### config.mk
export PLATFORM = sky130hd
export DESIGN_NAME = fastq_record_parser
export DESIGN_NICKNAME = d
export VERILOG_FILES = /design/src/fqp_pkg.sv /design/src/fastq_record_parser.sv /design/src/fqp_parse.sv /design/src/fqp_result_fifo.sv
export SDC_FILE = /design/constraint.sdc
export NUM_CORES = 2
export LEC_CHECK = 0
export ABC_AREA = 1
export BUFFER_PORTS_ARGS = -buffer_cell sky130_fd_sc_hd__buf_2
export CAP_MARGIN = 20
export CELL_PAD_IN_SITES_DETAIL_PLACEMENT = 1
export CELL_PAD_IN_SITES_GLOBAL_PLACEMENT = 2
export CORE_UTILIZATION = 30
export DETAILED_ROUTE_END_ITERATION = 8
export PLACE_DENSITY = 0.72
export SYNTH_ARGS = -nofsm -noshare
export SYNTH_HDL_FRONTEND = slang
export SYNTH_SLANG_ARGS = --single-unit
### constraint.sdc
create_clock -name i_clk -period 5.57 [get_ports i_clk]
set_input_delay 0.2785 -clock i_clk [delete_from_list [all_inputs] [get_ports i_clk]]
set_output_delay 0.2785 -clock i_clk [all_outputs]
set_load 0.01 [all_outputs]
### src/fqp_pkg.sv
// ---------------------------------------------------------------------------
// fqp_pkg: shared types and constants for the FASTQ record parser
// Codes for input ops, field tags, status and parse phase, plus the
// result record that travels from the parser core to the output queue.
// ---------------------------------------------------------------------------
package fqp_pkg;

    // Default widths of the internal counters
    localparam int FQP_LEN_BITS        = 16;
    localparam int FQP_COUNT_BITS      = 32;
    localparam int FQP_BYTE_COUNT_BITS = 48;

    // Characters the parser looks for
    localparam logic [7:0] CH_AT    = 8'h40;
    localparam logic [7:0] CH_SPACE = 8'h20;
    localparam logic [7:0] CH_PLUS  = 8'h2B;
    localparam logic [7:0] CH_CR    = 8'h0D;
    localparam logic [7:0] CH_LF    = 8'h0A;

    typedef enum logic [1:0] {
        OP_DATA = 2'd0,
        OP_END  = 2'd1,
        OP_FAIL = 2'd2,
        OP_RSVD = 2'd3
    } t_op;

    typedef enum logic [2:0] {
        TAG_NONE    = 3'd0,
        TAG_ID      = 3'd1,
        TAG_COMMENT = 3'd2,
        TAG_SEQ     = 3'd3,
        TAG_QUAL    = 3'd4
    } t_tag;

    typedef enum logic [3:0] {
        ST_OK           = 4'd0,
        ST_CLEAN_END    = 4'd1,
        ST_NO_AT        = 4'd2,
        ST_EMPTY_ID     = 4'd3,
        ST_EMPTY_SEQ    = 4'd4,
        ST_NO_PLUS      = 4'd5,
        ST_LEN_MISMATCH = 4'd6,
        ST_UNEXP_END    = 4'd7,
        ST_READ_FAIL    = 4'd8,
        ST_TOO_LONG     = 4'd9
    } t_status;

    typedef enum logic [2:0] {
        PH_WAIT    = 3'd0,
        PH_ID      = 3'd1,
        PH_COMMENT = 3'd2,
        PH_SEQ     = 3'd3,
        PH_PLUS    = 3'd4,
        PH_QUAL    = 3'd5,
        PH_DISCARD = 3'd6
    } t_phase;

    typedef struct packed {
        logic        last_of_run;
        logic [47:0] bytes_consumed;
        logic [31:0] records_parsed;
        logic [31:0] line_number;
        t_status     status;
        logic        record_done;
        t_tag        field_tag;
        logic [7:0]  byte_out;
    } t_result;

    // One parse step: always res1, plus res0 ahead of it for a flushed CR
    typedef struct packed {
        logic    push;
        logic    two;
        t_result res0;
        t_result res1;
    } t_push;

endpackage

### src/fastq_record_parser.sv
// ---------------------------------------------------------------------------
// fastq_record_parser: streaming FASTQ record parser
// Tags each byte of a FASTQ stream as id, comment, sequence or quality and
// checks record structure, with sticky error status and position counters.
// ---------------------------------------------------------------------------
// The block takes one request per cycle while its result queue has room for
// two results: a raw byte, end of input or a read failure, selected by the
// input tuser. Every request gives one result, except a byte that follows a
// held CR other than LF: the held CR comes out first as its own result, then
// the result for the byte, the second marked by tlast. The result queue drains
// one result per cycle, so a request with two results holds the output for
// both. From input accept to the first result a request passes the input
// register, then is parsed into the result queue. Once the status is nonzero
// (clean end or any error) it stays so and the counters freeze until reset.
// ---------------------------------------------------------------------------
module fastq_record_parser #(
    parameter int LEN_BITS        = fqp_pkg::FQP_LEN_BITS,
    parameter int COUNT_BITS      = fqp_pkg::FQP_COUNT_BITS,
    parameter int BYTE_COUNT_BITS = fqp_pkg::FQP_BYTE_COUNT_BITS
) (
    input  logic         i_clk,
    input  logic         i_rst_n,
    input  logic         i_s_axis_tvalid,
    output logic         o_s_axis_tready,
    input  logic [7:0]   i_s_axis_tdata,   // [7:0] data_byte
    input  logic [1:0]   i_s_axis_tuser,   // [1:0] op
    output logic         o_m_axis_tvalid,
    input  logic         i_m_axis_tready,
    // [7:0] byte_out, [8] record_done, [12:9] status, [44:13] line_number,
    // [76:45] records_parsed, [124:77] bytes_consumed, [127:125] zero
    output logic [127:0] o_m_axis_tdata,
    output logic [2:0]   o_m_axis_tuser,   // [2:0] field_tag
    output logic         o_m_axis_tlast    // last_of_run
);
    import fqp_pkg::*;

    // input register
    logic       r_in_valid;
    logic [1:0] r_in_op;
    logic [7:0] r_in_byte;

    logic    w_space;
    logic    w_fire;
    t_push   w_push;
    t_result w_head;

    // request moves into the parser only when the queue can take two results
    assign w_fire          = r_in_valid && w_space;
    assign o_s_axis_tready = !r_in_valid || w_fire;

    always_ff @(posedge i_clk) begin
        if (!i_rst_n) begin
            r_in_valid <= 1'b0;
        end else if (o_s_axis_tready) begin
            r_in_valid <= i_s_axis_tvalid;
        end
    end

    always_ff @(posedge i_clk) begin
        if (o_s_axis_tready) begin
            r_in_op   <= i_s_axis_tuser;
            r_in_byte <= i_s_axis_tdata;
        end
    end

    fqp_parse #(
        .LEN_BITS       (LEN_BITS),
        .COUNT_BITS     (COUNT_BITS),
        .BYTE_COUNT_BITS(BYTE_COUNT_BITS)
    ) u_parse (
        .i_clk  (i_clk),
        .i_rst_n(i_rst_n),
        .i_valid(w_fire),
        .i_op   (r_in_op),
        .i_byte (r_in_byte),
        .o_push (w_push)
    );

    fqp_result_fifo u_fifo (
        .i_clk  (i_clk),
        .i_rst_n(i_rst_n),
        .i_push (w_push),
        .o_space(w_space),
        .o_valid(o_m_axis_tvalid),
        .i_ready(i_m_axis_tready),
        .o_head (w_head)
    );

    assign o_m_axis_tdata = {3'b000,
                             w_head.bytes_consumed,
                             w_head.records_parsed,
                             w_head.line_number,
                             w_head.status,
                             w_head.record_done,
                             w_head.byte_out};
    assign o_m_axis_tuser = w_head.field_tag;
    assign o_m_axis_tlast = w_head.last_of_run;

endmodule

### src/fqp_parse.sv
// ---------------------------------------------------------------------------
// fqp_parse: FASTQ line and record state machine
// Holds the parse state and counters; turns one request into one or two
// result records combinationally, in the same cycle as the request.
// ---------------------------------------------------------------------------
module fqp_parse #(
    parameter int LEN_BITS        = fqp_pkg::FQP_LEN_BITS,
    parameter int COUNT_BITS      = fqp_pkg::FQP_COUNT_BITS,
    parameter int BYTE_COUNT_BITS = fqp_pkg::FQP_BYTE_COUNT_BITS
) (
    input  logic          i_clk,
    input  logic          i_rst_n,
    input  logic          i_valid,
    input  logic [1:0]    i_op,
    input  logic [7:0]    i_byte,
    output fqp_pkg::t_push o_push
);
    import fqp_pkg::*;

    typedef struct packed {
        t_phase                     phase;
        logic                       cr_held;
        logic                       line_has;
        logic                       id_ne;
        logic [LEN_BITS-1:0]        seq_len;
        logic [LEN_BITS-1:0]        qual_len;
        logic [COUNT_BITS-1:0]      lines;
        logic [COUNT_BITS-1:0]      recs;
        logic [BYTE_COUNT_BITS-1:0] bytes;
        logic [BYTE_COUNT_BITS-1:0] line_bytes;
        t_status                    pending;
        t_status                    sticky;
    } t_state;

    t_state r_st, n_st, w_mid;
    t_tag   w_tag0, w_tag1;
    logic   w_done, w_two;

    // One literal line byte
    function automatic t_state f_take(input t_state s, input logic [7:0] c,
                                      output t_tag tag);
        t_state t;
        logic   first;
        t     = s;
        tag   = TAG_NONE;
        first = !s.line_has;
        t.line_has = 1'b1;
        unique case (s.phase)
            PH_WAIT: begin
                if (c == CH_AT) begin
                    t.phase = PH_ID;
                    t.id_ne = 1'b0;
                end else begin
                    t.pending = ST_NO_AT;
                    t.phase   = PH_DISCARD;
                end
            end
            PH_ID: begin
                if (c == CH_SPACE) begin
                    if (!s.id_ne) begin
                        t.pending = ST_EMPTY_ID;
                        t.phase   = PH_DISCARD;
                    end else begin
                        t.phase = PH_COMMENT;
                        tag     = TAG_COMMENT;
                    end
                end else begin
                    t.id_ne = 1'b1;
                    tag     = TAG_ID;
                end
            end
            PH_COMMENT: tag = TAG_COMMENT;
            PH_SEQ: begin
                if (&s.seq_len) begin
                    t.sticky = ST_TOO_LONG;
                end else begin
                    t.seq_len = s.seq_len + LEN_BITS'(1);
                    tag       = TAG_SEQ;
                end
            end
            PH_PLUS: begin
                if (first && c != CH_PLUS) begin
                    t.pending = ST_NO_PLUS;
                    t.phase   = PH_DISCARD;
                end
            end
            PH_QUAL: begin
                if (&s.qual_len) begin
                    t.sticky = ST_TOO_LONG;
                end else begin
                    t.qual_len = s.qual_len + LEN_BITS'(1);
                    tag        = TAG_QUAL;
                end
            end
            default: ;
        endcase
        return t;
    endfunction

    // Close the open line: counters move, line-level checks fire
    function automatic t_state f_end_line(input t_state s, output logic done);
        t_state t;
        t    = s;
        done = 1'b0;
        t.lines      = s.lines + COUNT_BITS'(1);
        t.bytes      = s.bytes + s.line_bytes;
        t.line_bytes = '0;
        t.line_has   = 1'b0;
        t.cr_held    = 1'b0;
        unique case (s.phase)
            PH_ID: begin
                if (!s.id_ne) begin
                    t.sticky = ST_EMPTY_ID;
                end else begin
                    t.phase   = PH_SEQ;
                    t.seq_len = '0;
                end
            end
            PH_COMMENT: begin
                t.phase   = PH_SEQ;
                t.seq_len = '0;
            end
            PH_SEQ: begin
                if (s.seq_len == '0) t.sticky = ST_EMPTY_SEQ;
                else                 t.phase  = PH_PLUS;
            end
            PH_PLUS: begin
                if (!s.line_has) begin
                    t.sticky = ST_NO_PLUS;
                end else begin
                    t.phase    = PH_QUAL;
                    t.qual_len = '0;
                end
            end
            PH_QUAL: begin
                if (s.qual_len != s.seq_len) begin
                    t.sticky = ST_LEN_MISMATCH;
                end else begin
                    t.recs  = s.recs + COUNT_BITS'(1);
                    t.phase = PH_WAIT;
                    done    = 1'b1;
                end
            end
            PH_DISCARD: t.sticky = (s.pending != ST_OK) ? s.pending : ST_NO_AT;
            default: ;
        endcase
        return t;
    endfunction

    function automatic t_result f_result(input t_state s, input logic [7:0] b,
                                         input t_tag tag, input logic done,
                                         input logic last);
        t_result r;
        r.byte_out       = (tag != TAG_NONE) ? b : 8'd0;
        r.field_tag      = tag;
        r.record_done    = done;
        r.status         = s.sticky;
        r.line_number    = 32'(s.lines);
        r.records_parsed = 32'(s.recs);
        r.bytes_consumed = 48'(s.bytes);
        r.last_of_run    = last;
        return r;
    endfunction

    // Next state
    always_comb begin
        t_state s;
        t_tag   tg0, tg1;
        logic   dn, two;
        s     = r_st;
        tg0   = TAG_NONE;
        tg1   = TAG_NONE;
        dn    = 1'b0;
        two   = 1'b0;
        w_mid = r_st;
        if (i_valid && r_st.sticky == ST_OK) begin
            unique case (t_op'(i_op))
                OP_DATA: begin
                    // held CR not followed by LF goes out late as a line byte
                    if (s.cr_held && i_byte != CH_LF) begin
                        s.cr_held = 1'b0;
                        s   = f_take(s, CH_CR, tg0);
                        two = 1'b1;
                    end
                    w_mid = s;
                    if (s.sticky == ST_OK) begin
                        s.line_bytes = s.line_bytes + BYTE_COUNT_BITS'(1);
                        if (i_byte == CH_CR)      s.cr_held = 1'b1;
                        else if (i_byte == CH_LF) s = f_end_line(s, dn);
                        else                      s = f_take(s, i_byte, tg1);
                    end
                end
                OP_END: begin
                    if (s.line_has || s.cr_held) s = f_end_line(s, dn);
                    if (s.sticky == ST_OK)
                        s.sticky = (s.phase == PH_WAIT) ? ST_CLEAN_END : ST_UNEXP_END;
                end
                OP_FAIL: begin
                    s.line_bytes = '0;
                    s.line_has   = 1'b0;
                    s.cr_held    = 1'b0;
                    s.sticky     = ST_READ_FAIL;
                end
                OP_RSVD: ;
            endcase
        end
        n_st   = s;
        w_tag0 = tg0;
        w_tag1 = tg1;
        w_done = dn;
        w_two  = two;
    end

    // Outputs
    always_comb begin
        o_push.push = i_valid;
        o_push.two  = i_valid && w_two;
        o_push.res0 = f_result(w_mid, CH_CR, w_tag0, 1'b0, 1'b0);
        o_push.res1 = f_result(n_st, i_byte, w_tag1, w_done, 1'b1);
    end

    always_ff @(posedge i_clk) begin
        if (!i_rst_n) begin
            r_st.phase      <= PH_WAIT;
            r_st.cr_held    <= 1'b0;
            r_st.line_has   <= 1'b0;
            r_st.id_ne      <= 1'b0;
            r_st.seq_len    <= '0;
            r_st.qual_len   <= '0;
            r_st.lines      <= '0;
            r_st.recs       <= '0;
            r_st.bytes      <= '0;
            r_st.line_bytes <= '0;
            r_st.pending    <= ST_OK;
            r_st.sticky     <= ST_OK;
        end else if (i_valid) begin
            r_st <= n_st;
        end
    end

endmodule

### src/fqp_result_fifo.sv
// ---------------------------------------------------------------------------
// fqp_result_fifo: result queue
// Four-entry queue taking one or two results per cycle, draining one.
// ---------------------------------------------------------------------------
module fqp_result_fifo (
    input  logic             i_clk,
    input  logic             i_rst_n,
    input  fqp_pkg::t_push   i_push,
    output logic             o_space,
    output logic             o_valid,
    input  logic             i_ready,
    output fqp_pkg::t_result o_head
);
    import fqp_pkg::*;

    localparam int DEPTH = 4;
    localparam int PTR_W = $clog2(DEPTH);
    localparam int CNT_W = PTR_W + 1;

    t_result           r_mem [DEPTH];
    logic [PTR_W-1:0]  r_wr, n_wr, r_rd, n_rd;
    logic [CNT_W-1:0]  r_count, n_count;
    logic              w_pop;
    logic [CNT_W-1:0]  w_push_n;

    // room for the worst case of two results
    assign o_space  = r_count <= CNT_W'(DEPTH - 2);
    assign o_valid  = r_count != '0;
    assign o_head   = r_mem[r_rd];
    assign w_pop    = o_valid && i_ready;
    assign w_push_n = !i_push.push ? CNT_W'(0) : (i_push.two ? CNT_W'(2) : CNT_W'(1));

    always_comb begin
        n_wr    = r_wr + PTR_W'(w_push_n);
        n_rd    = w_pop ? r_rd + PTR_W'(1) : r_rd;
        n_count = r_count + w_push_n - CNT_W'(w_pop);
    end

    always_ff @(posedge i_clk) begin
        if (!i_rst_n) begin
            r_wr    <= '0;
            r_rd    <= '0;
            r_count <= '0;
        end else begin
            r_wr    <= n_wr;
            r_rd    <= n_rd;
            r_count <= n_count;
        end
    end

    always_ff @(posedge i_clk) begin
        if (i_push.push) begin
            if (i_push.two) begin
                r_mem[r_wr]               <= i_push.res0;
                r_mem[r_wr + PTR_W'(1)]   <= i_push.res1;
            end else begin
                r_mem[r_wr]               <= i_push.res1;
            end
        end
    end

endmodule

Yosys cells after proc, flatten, opt, wreduce, memory -nomap -nowiden
Memories as Yosys holds them, arrays and structs flattened. A register that Yosys moved wholly into a read port is not among the register bits.
Cells that the tools add are included.
{"block": "word_totals", "word_cells": 230, "reg_bits": 224, "ram_bits": 516, "n_memories": 1, "out_inout_bits": 134}
{"name": "u_fifo.r_mem", "depth": 4, "width": 129, "read_ports": 1, "rd_clocked_by_memory_dff": 1, "wr": 2, "line": "fqp_result_fifo.sv:20", "rtl": "t_result r_mem [DEPTH];"}
{"block": "op_classes", "add_sub_neg": 16, "eq_ne": 28, "bitwise": 1, "n_lt_le_gt_ge": 1, "muxes": 130, "n_reduce_logical": 35}
{"operator": "$mux W206", "n": 8}
{"operator": "$mux W168", "n": 3}
{"operator": "$pmux W145 S2", "n": 1}
{"operator": "$mux W16", "n": 14}
{"operator": "$mux W202", "n": 1}
{"operator": "$pmux W48 S3", "n": 1}
{"operator": "$mux W129", "n": 1}
{"operator": "$add A32 B1 Y32 const B", "n": 4}
{"operator": "$mux W32", "n": 4}
{"operator": "$add A48 B48 Y48", "n": 2}
{"operator": "$mux W4", "n": 21}
{"operator": "$mux W3", "n": 26}
{"operator": "$add A16 B1 Y16 const B", "n": 4}
{"operator": "$pmux W16 S2", "n": 2}
{"operator": "$reduce_and A16 Y1", "n": 4}
{"operator": "$add A48 B1 Y48 const B", "n": 1}
{"operator": "$pmux W4 S5", "n": 2}
{"operator": "$logic_not A16 Y1", "n": 2}
{"operator": "$ne A16 B16 Y1", "n": 2}
{"operator": "$pmux W4 S2", "n": 4}
{"operator": "$pmux W3 S5", "n": 2}
{"operator": "$pmux W3 S4", "n": 2}
{"operator": "$pmux W4 S3", "n": 2}
{"operator": "$mux W1", "n": 22}
{"operator": "other kinds (39)", "n": 76}

Depth between registers and ports, before layout
{"block": "logic_depth", "word_depth": 17, "mapped_depth": 35}

By module
Synthesis repeated with hierarchy kept, for this count alone.
{"block": "unflattened", "hier_cells": 7536, "hier_area_um2": 52828.2}
{"module": "fqp_result_fifo", "seq_area_each_um2": 15675.0, "instances": 1, "area_per_inst_um2": 27592.7, "cells_each": 3140}
{"module": "fqp_parse", "seq_area_each_um2": 4124.0, "instances": 1, "area_per_inst_um2": 24855.1, "cells_each": 4374}
{"module": "fastq_record_parser", "seq_area_each_um2": 320.3, "instances": 1, "area_per_inst_um2": 380.4, "cells_each": 22}

Worst setup path before layout
No wires, ideal clock.
{"block": "synth_path", "kind": "reg-to-reg", "start": "register u_fifo.r_count[2]", "end": "memory u_fifo.r_mem[1][0] in the netlist's numbering, enable pin", "required_ns": 5.078, "arrival_ns": 4.887, "period_less_slack_ns": 5.378, "path_stages_with_launch": 14, "setup_slack_ns": 0.192, "path_cell_list": "dfxtp_1 -> inv_1 -> nand3_1 -> nor2_2 -> inv_2 -> nor2_2 -> inv_1 -> nor2_1 -> nand2_1 -> nor2_1 -> inv_1 -> clkbuf_1 -> clkbuf_1 -> nand2_1"}
{"item": "start, declared", "line": "fqp_result_fifo.sv:22", "rtl": "logic [CNT_W-1:0] r_count, n_count;"}
{"item": "start signal, assigned", "line": "fqp_result_fifo.sv:47", "rtl": "r_count <= n_count;"}
{"item": "end, declared", "line": "fqp_result_fifo.sv:20"}

==> metrics.md <==
| Metric | Value |
|---|---|
| Number of hold violations in the final report | `0` |
| Tcrit/Tclk final | `93.53%` |
| # rows | `149` |
| Dpl cell area | `53,370 um^2` |
| Total Routing Usage GR | `25.30%` |
| Fraction of layout cells with a size suffix above 1 | `8.554%` |
| Routed wire per std cell | `23.36 um` |
| TritonCTS Buffers | `92` |
| Final antenna-violating net count | `0` |
| Yosys top cell by area | `edfxtp_1` |
| Vias per cell | `around 5.4` |
| Power Density | `298.0 nW/um^2` |
| Top-area cell type share of the netlist area | `31.20%` |
| Worst endpoint required time | `6.01 ns` |
| Worst-case hold slack | `0.2448 ns` |
| Detailed-placement wirelength estimate | `147,900 um` |
| Final weighted congestion in routability-driven placement | `0.9103` |
| Ys async rst share | `0%` |
| CP arrival | `5.65 ns` |
| Main synth FF type | `edfxtp_1` |
| Hold path cells | `2` |
| Die X | `411.2 um` |
| CTS tree | `done` |
| Initial Util | `between 30% and 40%` |
| # port buffers | `between 100 and 150` |
| Post-Synthesis Cell Area | `between 50,000 and 60,000 um^2` |
| Setup CP Type | `flop to flop` |
| Level count of the clock H-tree | `3` |
| Fmax | `191.9 MHz` |
| Fill cells | `roughly 20,000` |
| Largest net degree at the start of global routing | `165` |
| Flop2flop setup slack | `0.36 ns` |
| Root Driver | `clkbuf_16` |
| Register area | `20,090 um^2` |
| Routed wire length | `218,500 um` |
| Dominant cells by area after synthesis | `edfxtp_1, nand2_1, dfxtp_1` |
| Final Skew | `~0.066 ns` |
| Core area | `165,500 um^2` |
| DRT iter0 DRCs | `3,814` |
| Max Transition Viols Final | `0` |
| Sink Count | `about 740` |
| Slew headroom | `19.89%` |
| Synth cell types | `70` |
| Clk buf depth | `3` |
| Min setup slack post-route | `0.3602 ns` |
| Minimum clock period | `5.210 ns` |
| Vias in the first global route | `51,130` |
| Area grow syn2layout | `13.50%` |
| Peak VDD IR | `between 0.2 and 0.25 mV` |
| CP endpoint kind | `flop` |
| YS warnings | `0` |
| Maxcap violations | `0` |
| Antenna cells | `0` |
| Vias post-DR | `between 50,000 and 60,000` |
| Outcome | `finished clean` |
| Initial antenna violation count | `5` |
| Reg2reg end | `u_fifo.r_mem[0][108]$_DFFE_PP_` |
| Fin nets | `7,214` |
| Grt total ovfl | `0` |
| Reg2Reg Depth | `27` |
| Pre-CTS setup slack | `-0.03080 ns` |
| Critical R2R Launch | `u_parse.r_st[10]$_SDFFE_PN0P_` |
| Synth Register Bits | `742` |
| Most common cell after layout, fill and taps aside | `nand2_1` |
| Area occupied by multi-input gates | `approximately 26,000 um^2` |
| First-pass GRT wire length | `326,800 um` |
| Worst-margin pin slew | `1.197 ns` |
| Clk pin slew, worst setup/hold paths | `about 0.06 ns` |
| I/O Pins | `roughly 150` |
| Worst Hold Class | `input port to flop` |
| EDFF count, synth | `522` |
| CP endpoint | `u_fifo.r_mem[0][108]$_DFFE_PP_` |
| Area of the die | `169,100 um^2` |
| Worst setup SP type | `flop` |
| Final instance area | `57,010 um^2` |
| Synthesized instance count | `7,077` |
| DRC | `0` |
| Pleak | `20.95 nW` |
| Critical path peak fanout | `4` |
| Sequential share of the synthesized area | `~40%` |
| Crit. Startpoint | `u_parse.r_st[10]$_SDFFE_PN0P_` |
| Unrepaired setup endpoints after global routing | `yes` |
| Clock Latency Late Sink | `around 0.78 ns` |
| Mapped Avg Cell Area | `7.098 um^2` |
| Setup violators final | `0` |
| Initial DRT Pass Iterations | `5` |
| Most frequent cells in the layout | `nand2_1, nor2_1, o21ai_0` |
| Die height | `around 410 um` |
[flip-flops by register name, summed over array words and instances, names as in the netlist, named ones only]
| signal | cells |
|---|---|
| u_fifo.r_count | 3 |
| u_fifo.r_rd | 2 |
| u_fifo.r_wr | 2 |
| r_in_op | 2 |
| u_fifo.r_mem | 516 |
| r_in_byte | 8 |
| u_parse.r_st | 206 |
| r_in_valid | 1 |
[cell usage after synthesis (24+ instances only)]
cell      number
nand4_1       57
nor4_1        52
a21oi_1      436
nand2_2       39
inv_1        680
nor2_1       809
xor2_1       111
o22ai_1      393
nor3_1        80
xnor2_1       24
edfxtp_1     522
nand2_1     1823
o211ai_1      47
a211oi_1      29
ha_1         111
dfxtp_1      220
o21ai_1       50
clkbuf_1     277
nand3_1      204
o21ai_0      774
a31oi_1       26
buf_2         45
[logic make-up (layout without fill, tap and decap cells)]
family | Yosys count | after routing | share of synthesized area (%)
adders and majority gates | 114 | 114 | 2.884
buffers and inverters | 1083 | 1170 | 8.471
and+or+nand+nor | 3125 | 3125 | 25.42
AOI/OAI and AO/OA | 1874 | 1874 | 20.82
xor gates and xnor gates | 136 | 136 | 2.386
other | 1 | 3 | 0.007465
DFF | 742 | 742 | 39.97
muxes | 2 | 2 | 0.03985
[worst max-delay path: stages, from the launching register on]
cell and delay [ns]:
dfxtp_1 0.33, inv_1 0.08, nor4_2 0.32, nand2_1 0.13, nor2_1 0.11, nand2_1 0.08
nor2_1 0.19, buf_4 0.16, inv_1 0.07, nor3_2 0.22, xor2_1 0.32, ha_1 0.35
nand2_1 0.15, o21ai_0 0.14, a21oi_1 0.17, nand2_1 0.12, a21oi_1 0.25, buf_4 0.18
o21ai_0 0.10, or2_2 0.30, a21oi_2 0.30, o21ai_0 0.12, nand2_1 0.07, o21ai_0 0.12
nand2_1 0.09, o21ai_0 0.21, nand2_1 0.13, o21ai_0 0.09
[final cells by class]
cell class | instances | area share, %
well taps | 2189 | 4.804
flip-flops and latches | 742 | 35.23
clock inverters | 46 | 1.391
repair buffers | 282 | 3.472
inverters | 714 | 4.738
multi-input cells | 5254 | 45.93
clock buffers | 128 | 4.433
[through the flow]
| step | utilization (%) | cells | TNS (ns) | power (mW) |
|---|---|---|---|---|
| 6_report | 34.44 | 9355 | 0 | 16.99 |
| 5_1_grt | 34.44 | 9355 | -0.04349 | 17.64 |
| 4_1_cts | 34.33 | 9352 | 0 | 17.12 |
| 3_5_place_dp | 32.24 | 9164 | -0.09190 | 10.42 |
| 3_3_place_gp | 32.23 | 9163 | 0 | 10.37 |
| 2_1_floorplan | - | 7079 | 0 | 8.616 |
[how the worst min path moves through the flow]
stage	start	end
floorplan	i_s_axis_tdata[0]	r_in_byte[0]$_DFFE_PP_
global placement	u_fifo.r_mem[1][128]$_SDFFE_PP1P_	u_fifo.r_mem[1][128]$_SDFFE_PP1P_
detailed placement	u_fifo.r_mem[3][128]$_SDFFE_PP1P_	u_fifo.r_mem[3][128]$_SDFFE_PP1P_
CTS	i_s_axis_tdata[1]	r_in_byte[1]$_DFFE_PP_
global route	i_s_axis_tdata[7]	r_in_byte[7]$_DFFE_PP_
finish	i_s_axis_tdata[1]	r_in_byte[1]$_DFFE_PP_
[metal layers]
metal	vias to the layer above	wire length, um	global-route usage [%]	part of all wire [%]
li1	24040	-	-	-
met1	25250	103900	35.67	48
met2	1246	98620	40.85	45
met3	264	10790	2.703	4.9
met4	0	5217	6.794	2.4
met5	-	0	0	0
[where the power goes]
group | internal (mW) | switching [mW]
Sequential | 6.17 | 0.213
Clock | 3.95 | 2.73
Combinational | 1.01 | 2.92
[timing repair]
action | 4_1_cts | 5_1_grt
setup endpoints to repair | 9 | 117
hold buffers | 14 | 0
endpoints found under the hold margin | 22 | 0
pin swaps | 1 | 7
gates resized for setup | 3 | 46
buffers inserted | 0 | 3
Power figures use the tool's default switching activity.
